## src/sv/defp_pkg.sv

```systemverilog
// Shared types and constants of the digitizer event frame parser.
package defp_pkg;

    localparam int HDR_LEN   = 32;
    localparam int COARSE_NS = 1000;
    localparam int TIME_W    = 34;
    localparam int CFG_IDX_W = 1;
    localparam int Q_DEPTH   = 4;
    localparam int Q_PTR_W   = 2;
    localparam int Q_CNT_W   = 3;

    typedef enum logic [1:0] {
        KIND_HEADER = 2'd0,
        KIND_ADC    = 2'd1,
        KIND_TDC    = 2'd2,
        KIND_END    = 2'd3
    } defp_kind_t;

    typedef enum logic [CFG_IDX_W-1:0] {
        CFG_ADC_EN = 1'b0,
        CFG_TDC_EN = 1'b1
    } defp_cfg_idx_t;

    typedef struct packed {
        logic [7:0]        trigger_info;
        logic [15:0]       run_id;
        logic [31:0]       trig_count;
        logic [TIME_W-1:0] trigger_time;
        logic [7:0]        module_id;
        logic [7:0]        channel_id;
        logic [31:0]       local_trig_count;
        logic [31:0]       trig_pattern;
        logic [TIME_W-1:0] local_start_time;
    } defp_hdr_t;

    typedef struct packed {
        defp_kind_t  kind;
        defp_hdr_t   hdr;
        logic [11:0] sample_value;
        logic        frame_end;
    } defp_result_t;

    typedef struct packed {
        logic [1:0]   cnt;
        defp_result_t first;
        defp_result_t second;
    } defp_push_t;

endpackage

```

## src/sv/defp_parser.sv

```systemverilog
// Byte offset tracking, header capture, and ADC/TDC result assembly.
module defp_parser (
    input  logic                             clk,
    input  logic                             rst_n,
    input  logic                             cfg_we,
    input  logic [defp_pkg::CFG_IDX_W-1:0]   cfg_index,
    input  logic                             cfg_data,
    input  logic                             accept,
    input  logic [7:0]                       stream_byte,
    output defp_pkg::defp_push_t             push
);
    import defp_pkg::*;

    logic [31:0]  offset_reg, offset_next;
    logic [31:0]  length_reg, length_next;
    logic         adc_en_reg, adc_en_next;
    logic         tdc_en_reg, tdc_en_next;
    defp_hdr_t    hdr_reg, hdr_next;
    logic [7:0]   trig_fine_reg, trig_fine_next;
    logic [23:0]  trig_coarse_reg, trig_coarse_next;
    logic [7:0]   start_fine_reg, start_fine_next;
    logic [23:0]  start_coarse_reg, start_coarse_next;
    logic [7:0]   sample_low_reg, sample_low_next;
    logic [7:0]   tdc_partial_reg, tdc_partial_next;

    logic [31:0]  pay_off;
    logic [31:0]  pay_len;
    logic [31:0]  len_word;
    logic [2:0]   grp;
    logic         in_header;
    logic         is_last;
    logic         hdr_hit;
    logic         adc_hit;
    logic         tdc_hit;
    logic [TIME_W-1:0] trig_time;
    logic [TIME_W-1:0] start_time;
    defp_result_t base_rec;
    defp_result_t first_rec;
    defp_result_t second_rec;
    logic [1:0]   cnt;

    assign pay_off   = offset_reg - 32'(HDR_LEN);
    assign pay_len   = length_reg - 32'(HDR_LEN);
    assign grp       = pay_off[2:0];
    assign in_header = offset_reg < 32'(HDR_LEN);
    assign is_last   = (offset_reg >= 32'(HDR_LEN - 1)) && (offset_reg == length_reg - 32'd1);
    assign len_word  = {stream_byte, length_reg[23:0]};

    assign trig_time  = TIME_W'(trig_coarse_reg) * TIME_W'(COARSE_NS)
                      + TIME_W'({trig_fine_reg, 3'b000});
    assign start_time = TIME_W'(start_coarse_reg) * TIME_W'(COARSE_NS)
                      + TIME_W'({start_fine_reg, 3'b000});

    // config writes
    always_comb
    begin
        adc_en_next = adc_en_reg;
        tdc_en_next = tdc_en_reg;
        if (cfg_we)
        begin
            unique case (cfg_index)
                CFG_ADC_EN: adc_en_next = cfg_data;
                CFG_TDC_EN: tdc_en_next = cfg_data;
                default: ;
            endcase
        end
    end

    // header capture
    always_comb
    begin
        length_next       = length_reg;
        hdr_next          = hdr_reg;
        trig_fine_next    = trig_fine_reg;
        trig_coarse_next  = trig_coarse_reg;
        start_fine_next   = start_fine_reg;
        start_coarse_next = start_coarse_reg;
        if (accept && in_header)
        begin
            case (offset_reg[4:0])
                5'd0:  length_next = {24'd0, stream_byte};
                5'd1:  length_next[15:8] = stream_byte;
                5'd2:  length_next[23:16] = stream_byte;
                5'd3:  length_next = (len_word < 32'(HDR_LEN)) ? 32'(HDR_LEN) : len_word;
                5'd4:  hdr_next.run_id[7:0] = stream_byte;
                5'd5:  hdr_next.run_id[15:8] = stream_byte;
                5'd6:  hdr_next.trigger_info = stream_byte;
                5'd7:  hdr_next.trig_count[7:0] = stream_byte;
                5'd8:  hdr_next.trig_count[15:8] = stream_byte;
                5'd9:  hdr_next.trig_count[23:16] = stream_byte;
                5'd10: hdr_next.trig_count[31:24] = stream_byte;
                5'd11: trig_fine_next = stream_byte;
                5'd12: trig_coarse_next[7:0] = stream_byte;
                5'd13: trig_coarse_next[15:8] = stream_byte;
                5'd14: trig_coarse_next[23:16] = stream_byte;
                5'd15:
                begin
                    hdr_next.module_id    = stream_byte;
                    hdr_next.trigger_time = trig_time;
                end
                5'd16: hdr_next.channel_id = stream_byte;
                5'd17: hdr_next.local_trig_count[7:0] = stream_byte;
                5'd18: hdr_next.local_trig_count[15:8] = stream_byte;
                5'd19: hdr_next.local_trig_count[23:16] = stream_byte;
                5'd20: hdr_next.local_trig_count[31:24] = stream_byte;
                5'd21: hdr_next.trig_pattern[7:0] = stream_byte;
                5'd22: hdr_next.trig_pattern[15:8] = stream_byte;
                5'd23: hdr_next.trig_pattern[23:16] = stream_byte;
                5'd24: hdr_next.trig_pattern[31:24] = stream_byte;
                5'd25: start_fine_next = stream_byte;
                5'd26: start_coarse_next[7:0] = stream_byte;
                5'd27: start_coarse_next[15:8] = stream_byte;
                5'd28: start_coarse_next[23:16] = stream_byte;
                5'd29: hdr_next.local_start_time = start_time;
                default: ;
            endcase
        end
    end

    // payload assembly and result selection
    always_comb
    begin
        sample_low_next  = sample_low_reg;
        tdc_partial_next = tdc_partial_reg;
        hdr_hit = (offset_reg == 32'(HDR_LEN - 1));
        adc_hit = 1'b0;
        tdc_hit = 1'b0;
        if (!in_header)
        begin
            if (!pay_off[0])
            begin
                sample_low_next = stream_byte;
            end
            else
            begin
                adc_hit = adc_en_reg;
            end
            case (grp)
                3'd1: tdc_partial_next = {4'd0, stream_byte[7:4]};
                3'd3: tdc_partial_next = {stream_byte[7:4], tdc_partial_reg[3:0]};
                3'd5: tdc_hit = tdc_en_reg && (pay_len >= 32'd8)
                              && ((pay_off - 32'd5) <= (pay_len - 32'd8));
                default: ;
            endcase
        end
        if (!accept)
        begin
            sample_low_next  = sample_low_reg;
            tdc_partial_next = tdc_partial_reg;
        end
    end

    always_comb
    begin
        base_rec              = '0;
        base_rec.hdr          = hdr_reg;
        base_rec.kind         = KIND_HEADER;
        first_rec             = base_rec;
        second_rec            = base_rec;
        second_rec.kind       = KIND_TDC;
        second_rec.sample_value = {2'b00, stream_byte[5:4], tdc_partial_reg};
        cnt = 2'(hdr_hit || adc_hit) + 2'(tdc_hit);
        if (adc_hit)
        begin
            first_rec.kind         = KIND_ADC;
            first_rec.sample_value = {stream_byte[3:0], sample_low_reg};
        end
        else if (!hdr_hit && tdc_hit)
        begin
            first_rec = second_rec;
        end
        if (is_last)
        begin
            if (cnt == 2'd0)
            begin
                first_rec.kind      = KIND_END;
                first_rec.frame_end = 1'b1;
                cnt                 = 2'd1;
            end
            else if (cnt == 2'd2)
            begin
                second_rec.frame_end = 1'b1;
            end
            else
            begin
                first_rec.frame_end = 1'b1;
            end
        end
        push.cnt    = accept ? cnt : 2'd0;
        push.first  = first_rec;
        push.second = second_rec;
    end

    always_comb
    begin
        offset_next = offset_reg;
        if (accept)
        begin
            offset_next = is_last ? 32'd0 : offset_reg + 32'd1;
        end
    end

    always_ff @(posedge clk or negedge rst_n)
    begin
        if (!rst_n)
        begin
            offset_reg <= '0;
            length_reg <= '0;
            adc_en_reg <= 1'b1;
            tdc_en_reg <= 1'b1;
        end
        else
        begin
            offset_reg <= offset_next;
            length_reg <= length_next;
            adc_en_reg <= adc_en_next;
            tdc_en_reg <= tdc_en_next;
        end
    end

    always_ff @(posedge clk)
    begin
        hdr_reg          <= hdr_next;
        trig_fine_reg    <= trig_fine_next;
        trig_coarse_reg  <= trig_coarse_next;
        start_fine_reg   <= start_fine_next;
        start_coarse_reg <= start_coarse_next;
        sample_low_reg   <= sample_low_next;
        tdc_partial_reg  <= tdc_partial_next;
    end

endmodule

```

## src/sv/defp_queue.sv

```systemverilog
// Result queue: takes up to two results per cycle, delivers one per cycle while out_stall is low.
module defp_queue (
    input  logic                   clk,
    input  logic                   rst_n,
    input  defp_pkg::defp_push_t   push,
    output logic                   room,
    output logic                   out_valid,
    input  logic                   out_stall,
    output defp_pkg::defp_result_t head
);
    import defp_pkg::*;

    defp_result_t         mem_reg [Q_DEPTH];
    logic [Q_PTR_W-1:0]   wr_ptr_reg, wr_ptr_next;
    logic [Q_PTR_W-1:0]   rd_ptr_reg, rd_ptr_next;
    logic [Q_CNT_W-1:0]   count_reg, count_next;
    logic [Q_PTR_W-1:0]   wr_ptr_plus1;
    logic                 pop;

    assign pop          = out_valid && !out_stall;
    assign out_valid    = (count_reg != '0);
    assign room         = (count_reg <= Q_CNT_W'(Q_DEPTH - 2));
    assign head         = mem_reg[rd_ptr_reg];
    assign wr_ptr_plus1 = wr_ptr_reg + Q_PTR_W'(1);

    always_comb
    begin
        wr_ptr_next = wr_ptr_reg + Q_PTR_W'(push.cnt);
        rd_ptr_next = rd_ptr_reg + Q_PTR_W'(pop);
        count_next  = count_reg + Q_CNT_W'(push.cnt) - Q_CNT_W'(pop);
    end

    always_ff @(posedge clk or negedge rst_n)
    begin
        if (!rst_n)
        begin
            wr_ptr_reg <= '0;
            rd_ptr_reg <= '0;
            count_reg  <= '0;
        end
        else
        begin
            wr_ptr_reg <= wr_ptr_next;
            rd_ptr_reg <= rd_ptr_next;
            count_reg  <= count_next;
        end
    end

    always_ff @(posedge clk)
    begin
        if (push.cnt != 2'd0)
        begin
            mem_reg[wr_ptr_reg] <= push.first;
        end
        if (push.cnt == 2'd2)
        begin
            mem_reg[wr_ptr_plus1] <= push.second;
        end
    end

    a_count_bound: assert property (@(posedge clk) disable iff (!rst_n)
        count_reg <= Q_CNT_W'(Q_DEPTH))
        else $error("queue count beyond depth");

    a_no_overflow: assert property (@(posedge clk) disable iff (!rst_n)
        ({1'b0, count_reg} + {2'b00, push.cnt}) <= (Q_CNT_W + 1)'(Q_DEPTH))
        else $error("queue push overflows");

    a_hold_when_stalled: assert property (@(posedge clk) disable iff (!rst_n)
        (out_valid && out_stall) |=> (count_reg >= $past(count_reg)))
        else $error("queue lost an entry while stalled");

    a_ptr_gap: assert property (@(posedge clk) disable iff (!rst_n)
        (count_reg != Q_CNT_W'(Q_DEPTH)) |-> (Q_PTR_W'(wr_ptr_reg - rd_ptr_reg)
                                              == count_reg[Q_PTR_W-1:0]))
        else $error("queue pointers disagree with count");

endmodule

```

## src/sv/digitizer_event_frame_parser.sv

```systemverilog
// Top level of the digitizer event frame parser.
// A result is queued when its byte is taken; out_valid offers the queue head in order.
// Bytes are taken one per cycle while in_stall is low; a byte may yield two results.
// Input stall rises when the four-entry result queue has fewer than two free entries.
// Reset (rst_n low, asynchronous): byte offset to frame start, queue empty, both enables set.
module digitizer_event_frame_parser (
    input  logic                            clk,
    input  logic                            rst_n,
    input  logic                            cfg_we,
    input  logic [defp_pkg::CFG_IDX_W-1:0]  cfg_index,
    input  logic                            cfg_data,
    input  logic                            in_valid,
    output logic                            in_stall,
    input  logic [7:0]                      stream_byte,
    output logic                            out_valid,
    input  logic                            out_stall,
    output logic [1:0]                      result_kind,
    output logic [7:0]                      trigger_info,
    output logic [15:0]                     run_id,
    output logic [31:0]                     trig_count,
    output logic [defp_pkg::TIME_W-1:0]     trigger_time,
    output logic [7:0]                      module_id,
    output logic [7:0]                      channel_id,
    output logic [31:0]                     local_trig_count,
    output logic [31:0]                     trig_pattern,
    output logic [defp_pkg::TIME_W-1:0]     local_start_time,
    output logic [11:0]                     sample_value,
    output logic                            frame_end
);
    import defp_pkg::*;

    defp_push_t   push;
    defp_result_t head;
    logic         room;
    logic         accept;

    assign in_stall = !room;
    assign accept   = in_valid && room;

    defp_parser u_parser (
        .clk         (clk),
        .rst_n       (rst_n),
        .cfg_we      (cfg_we),
        .cfg_index   (cfg_index),
        .cfg_data    (cfg_data),
        .accept      (accept),
        .stream_byte (stream_byte),
        .push        (push)
    );

    defp_queue u_queue (
        .clk       (clk),
        .rst_n     (rst_n),
        .push      (push),
        .room      (room),
        .out_valid (out_valid),
        .out_stall (out_stall),
        .head      (head)
    );

    assign result_kind          = head.kind;
    assign trigger_info         = head.hdr.trigger_info;
    assign run_id               = head.hdr.run_id;
    assign trig_count           = head.hdr.trig_count;
    assign trigger_time         = head.hdr.trigger_time;
    assign module_id            = head.hdr.module_id;
    assign channel_id           = head.hdr.channel_id;
    assign local_trig_count     = head.hdr.local_trig_count;
    assign trig_pattern         = head.hdr.trig_pattern;
    assign local_start_time     = head.hdr.local_start_time;
    assign sample_value         = head.sample_value;
    assign frame_end            = head.frame_end;

endmodule
```

## config.mk

```make
export PLATFORM = sky130hd
export DESIGN_NAME = digitizer_event_frame_parser
export DESIGN_NICKNAME = d
export VERILOG_FILES = /design/src/sv/defp_pkg.sv /design/src/sv/defp_parser.sv /design/src/sv/defp_queue.sv /design/src/sv/digitizer_event_frame_parser.sv
export SDC_FILE = /design/constraint.sdc
export NUM_CORES = 2
export LEC_CHECK = 0
export ABC_AREA = 1
export BUFFER_PORTS_ARGS = -buffer_cell sky130_fd_sc_hd__buf_2
export CAP_MARGIN = 20
export CELL_PAD_IN_SITES_DETAIL_PLACEMENT = 1
export CELL_PAD_IN_SITES_GLOBAL_PLACEMENT = 2
export CORE_MARGIN = 1
export CORE_UTILIZATION = 33
export DETAILED_ROUTE_END_ITERATION = 10
export PLACE_DENSITY_LB_ADDON = 0.2
export SYNTH_ARGS = -nofsm -noshare
export SYNTH_HDL_FRONTEND = slang
export SYNTH_SLANG_ARGS = --single-unit
```

## constraint.sdc

```tcl
create_clock -name clk -period 10.1 [get_ports clk]
set_input_delay 0 -clock clk [delete_from_list [all_inputs] [get_ports clk]]
set_output_delay 0 -clock clk [all_outputs]
set_load 0.05 [all_outputs]
```

## Yosys cells after proc, flatten, opt, wreduce, memory -nomap -nowiden

Memories as Yosys holds them, arrays and structs flattened.
Cells that the tools add are included.

- Latch bits: 0
- Memories kept: 1
- Memory bits (read-only): 0
- Input bits: 15
- RAM bits: 876
- Output and inout port bits: 221
- Register bits after elaboration: 357

- $lt $le $gt $ge: 6
- Equality and inequality tests: 37
- Div/mod/pow operators: 0
- $mul: 2
- $add $sub $neg: 14
- Shifts and indexed selects: 0
- Reductions and logical operators: 54
- Multiplexer cells: 31
- Bitwise gates (word level): 4

Memory list:

| name | depth | bits a word | read ports | clocked after memory_dff | write ports | RTL line | source |
|---|---|---|---|---|---|---|---|
| u_queue.mem_reg | 4 | 219 | 1 | 0 | 2 | defp_queue.sv:13 | `defp_result_t mem_reg [Q_DEPTH];` |

Operators by type and width:

| kind | number |
|---|---|
| 219-bit 2-to-1 mux | 1 |
| 204-bit 2-to-1 mux | 1 |
| 5-bit equality test (second input constant) | 14 |
| 34-bit by 11-bit adder with 34-bit output | 2 |
| 32-bit by 6-bit < comparator with 1-bit output (second input constant) | 2 |
| 32-bit 2-to-1 mux | 2 |
| 32-bit by 6-bit subtractor with 32-bit output (second input constant) | 2 |
| 24-bit by 7-bit multiplier with 31-bit output (second input constant) | 2 |
| 2-bit AND reduction | 29 |
| 8-bit case mux with 2 select lines | 3 |
| 8-bit case mux with 3 select lines | 2 |
| 5-bit by 4-bit equality test with 1-bit output (second input constant) | 8 |
| 32-bit by 1-bit adder with 32-bit output (second input constant) | 1 |
| 32-bit equality test | 1 |
| 32-bit by 5-bit equality test with 1-bit output (second input constant) | 1 |
| 32-bit by 4-bit greater-or-equal comparator with 1-bit output (second input constant) | 1 |
| 32-bit by 5-bit greater-or-equal comparator with 1-bit output (second input constant) | 1 |
| 32-bit <= comparator | 1 |
| 32-bit by 1-bit subtractor with 32-bit output (second input constant) | 1 |
| 32-bit by 3-bit subtractor with 32-bit output (second input constant) | 1 |
| 32-bit by 4-bit subtractor with 32-bit output (second input constant) | 1 |
| 5-bit by 3-bit equality test with 1-bit output (second input constant) | 4 |
| 1-bit 2-to-1 mux | 15 |
| 3-bit AND reduction | 5 |
| 25 further kinds | 47 |

## Longest topological paths before layout

- Word-level depth: 14
- Gate-level depth with buffers: 35

## Hierarchy

A second synthesis with hierarchy kept.

- Cells, all modules: 8,256
- Area, all modules: 72,788.6 µm²

By module, submodules not included:

| module | cells an instance | times used | area an instance (µm²) | sequential area each (µm²) |
|---|---|---|---|---|
| defp_queue | 4,561 | 1 | 42,458.2 | 26,480.4 |
| defp_parser | 3,692 | 1 | 30,319.1 | 10,002.1 |
| digitizer_event_frame_parser | 3 | 1 | 11.3 | 0.0 |

## Worst setup path after synthesis

No wires, ideal clock.

- Path kind: register to register
- Start point: register u_parser.offset_reg[5]
- End point: memory u_queue.mem_reg[0][0] (netlist bit) (enable)
- Period minus slack after synthesis: 9.783 ns
- Path slack: 0.317 ns
- Required time: 9.521 ns
- Arrival time: 9.204 ns
- Library setup time: 0.579 ns
- Cell stages (with the launch flop): 30
- Path through: dfrtp_1 > inv_1 > ha_1 > xnor2_1 > inv_1 > nor2_1 > nand2_1 > nor3_1 > inv_1 > nor2_2 > inv_1 > nor3_1 > nand2_1 > nor3_1 > xnor2_1 > ha_1 > nand2_1 > nor2_1 > nand2_1 > nor4_1 > nand3_1 > a21oi_1 > nand2_1 > inv_1 > ha_1 > inv_1 > nor2_1 > nand3_2 > buf_1 > nand2_1

RTL lines:

| item | RTL line | source |
|---|---|---|
| start, declared | defp_parser.sv:14 | `logic [31:0] offset_reg, offset_next;` |
| start signal, assigned | defp_parser.sv:214 | `offset_reg <= offset_next;` |
| end, declared | defp_queue.sv:13 |  |

==> summary.md <==
| Metric | Value |
|---|---|
| Status | `complete, no violations` |
| Synthesis warning total | `0` |
| Tmin final | `8.34 ns` |
| Final Power | `17.5 mW` |
| N_diodes | `0` |
| Worst EP required | `10.54 ns` |
| Area growth from synthesis to layout | `13.1%` |
| Core Area | `0.197 mm²` |
| Critical path peak fanout | `59` |
| Internal power | `9.93 mW` |
| Vias in the first global route | `51964` |
| CTS tree | `done` |
| EDFF count, synth | `1114` |
| DRC Markers | `0` |
| Least-Margin Pin Slew | `1.14 ns` |
| Count of different cell masters after synthesis | `56` |
| Initial antenna violation count | `17` |
| PostCTS Resize Cnt | `0` |
| Setup Crit Path Kind | `reg -> reg` |
| Post-synth ARST share | `6.07%` |
| LEAKAGE | `28.9 nW` |
| Clock share of power | `29.3%` |
| Power Density | `236 mW/mm²` |
| Later-pin clock latency in the skew report | `0.81 ns` |
| IR drop worst, VDD | `0.212 mV` |
| Unrepaired setup endpoints after global routing | `false` |
| CTS Buffer Depth | `3` |
| Initial core utilization | `33.2%` |
| Fin Setup TNS | `0 ns` |
| Site Rows | `163` |
| Die ar. | `0.201 mm²` |
| Die X | `448 µm` |
| Seq/Total Area, Yosys | `54.3%` |
| HPWL after DPL | `146 mm` |
| Slowest-stage cell, CP | `nor2_1` |
| Routability congestion estimate | `0.873` |
| Avg Cell Area, Syn | `10.0 µm²` |
| Worst Hold Class | `in -> reg` |
| Setup Viol. Count Final | `0` |
| IO buf count | `229` |
| Area of the multi-input gates | `0.0256 mm²` |
| Largest net degree at the start of global routing | `154` |
| Main synth FF type | `edfxtp_1` |
| Switch share | `43.3%` |
| Startpoint types | `flop` |
| Max FFs per register | `852` |
| # Post-CTS Setup Buffers | `0` |
| CTS root buf | `clkbuf_16` |
| Final Core Density | `37.6%` |
| TritonRoute pass-1 iters | `7` |
| Relative slew slack | `24.3%` |
| Worst EP arrival | `8.79 ns` |
| Routed Antenna Nets | `0` |
| Register area | `0.0356 mm²` |
| Clock skew | `0.0343 ns` |
| Post-Syn Instances | `6533` |
| Fin crit share | `82.6%` |
| First-pass GRT wire length | `343 mm` |
| Vias per inst | `5.24` |
| Sequential share of power | `33.1%` |
| Post-Synthesis Cell Area | `0.0656 mm²` |
| Share of post-route cells with drive strength above 1 | `10.2%` |
| Final Max Slew Viols | `0` |
| Sw power | `7.59 mW` |
| Die Ht | `448 µm` |
| NumNets Final | `7060` |
| Reg-to-reg setup timing slack | `1.76 ns` |
| CP peak stage delay | `0.74 ns` |
| Filler instances | `22193` |
| Via count | `49299` |
| Final hold vios | `0` |
| WL final | `230 mm` |
| Iter 0 DRT Violations | `3080` |
| Avg WL per Cell | `24.4 µm` |
| Synthesized flop and latch total | `1203` |
| CTS Hold Bufs | `20` |
| Total Routing Usage GR | `22.9%` |
| Number of max-cap violations | `0` |
| I/O Pins | `236` |
| Clock sinks | `1203` |
| CTS Buf Count | `143` |
| # H-tree levels | `4` |
| Crit. End Element | `flop` |
| Comb pwr share | `37.5%` |
| Clock transition at path regs | `0.06 ns` |
| Max Fclk | `120 MHz` |
| Remaining global-route overflow | `0` |
-- synth_stat cells, drive strengths merged (51+ instances only) --
cell    count  area, µm²
a21oi     879       4780
nand4      67        419
xor2      165       1450
o21ai     538       2700
o22ai     227       1420
fa        175       3500
dfrtp      71       1780
ha        209       2620
inv       713       2680
clkbuf    192        721
nand3     226       1160
edfxtp   1114      33500
nor3       68        345
buf       171       1120
nor2      794       3080
xnor2      51        447
nand2     769       2930
-- through the flow --
step	setup slack, ns	hold WS, ns	std cells	instance area (µm²)
floorplan	0.317	-0.296	6538	65600
global placement	1.80	0.0357	9132	69300
CTS	1.70	0.109	9411	74100
finish	1.76	0.158	9413	74200
global route	0.986	0.140	9413	74200
detailed placement	1.77	0.0420	9134	69300
-- layer usage --
layer  part of all wire [%]  track usage, %  routed length (µm)
met3                    3.6            2.48                8400
met2                     49            39.3              113000
met1                     45            30.6              104000
met5                 0.0056               0                  13
met4                    2.2            5.70                5030
-- cell type report --
cell class | count | share of cell area [%]
Multi-Input combinational cell | 4251 | 34.5
Sequential cell | 1203 | 48.0
Timing Repair Buffer | 341 | 3.20
Inverter | 721 | 3.67
Tap cell | 2640 | 4.45
Clock inverter | 65 | 0.864
Clock buffer | 192 | 5.29
-- logic make-up (layout without fill, tap and decap cells) --
kind of cell | after synthesis | after routing | share of synthesized area [%]
AND/OR/NAND/NOR | 1958 | 1958 | 12.4
AO/OA/AOI/OAI | 1685 | 1685 | 14.1
flip-flops | 1203 | 1203 | 54.3
buffers and inverters | 1084 | 1319 | 6.94
adder cells (fa/ha/maj) | 384 | 384 | 9.33
XOR/XNOR | 218 | 218 | 2.95
other | 1 | 6 | 0.00572
-- power groups by stage --
stage,Clock [mW],Combinational [mW],Sequential [mW]
CTS,5.26,6.66,5.80
floorplan,0,4.43,5.92
detailed placement,0,6.63,5.91
global placement,0,6.59,5.90
finish,5.14,6.58,5.81
global route,5.41,6.98,5.82
-- worst max-delay path: cells and delay by family, from the launching register on --
| family | cells | cell delay (ns) |
|---|---|---|
| compound gates | 2 | 0.58 |
| flops | 1 | 0.46 |
| buf+inv | 6 | 1.07 |
| fa+ha+maj | 3 | 0.68 |
| simple gates | 16 | 4.96 |
| xor+xnor | 1 | 0.11 |
-- path summary, 6_finish.rpt --
path	startpoint	end	cells after the start
worst max-delay path	u_parser.offset_reg[0]	u_queue.mem_reg[3][4]	28
worst min-delay path	stream_byte[4]	u_parser.start_coarse_reg[20]	2
worst max register to register	u_parser.offset_reg[0]	u_queue.mem_reg[3][4]	28
worst min register to register	u_queue.mem_reg[1][218]	u_queue.mem_reg[1][218]	2
max in group asynchronous	rst_n	u_queue.rd_ptr_reg[1]	4
min in group asynchronous	rst_n	u_parser.tdc_en_reg	3
-- cell usage in the layout, fill, tap and decap left out, drive strengths merged, types with 4 or more instances in the layout --
cell type    instances
edfxtp            1114
o21ai              538
o21bai               7
xnor2               51
and2                 5
nor3                68
o21a                 4
a21oi              879
xor2               165
o211ai               5
dfxtp               16
or2                  4
bufinv               9
nand3              226
fa                 175
a21o                 7
clkinv              57
conb                 6
inv                719
buf                322
nand4               67
dfrtp               71
nand2              769
dlygate4sd3         19
ha                 209
nand3b               8
o22ai              227
clkbuf             192
nor2               794
a31oi                7
nor4                15
Power figures use the tool's default switching activity.
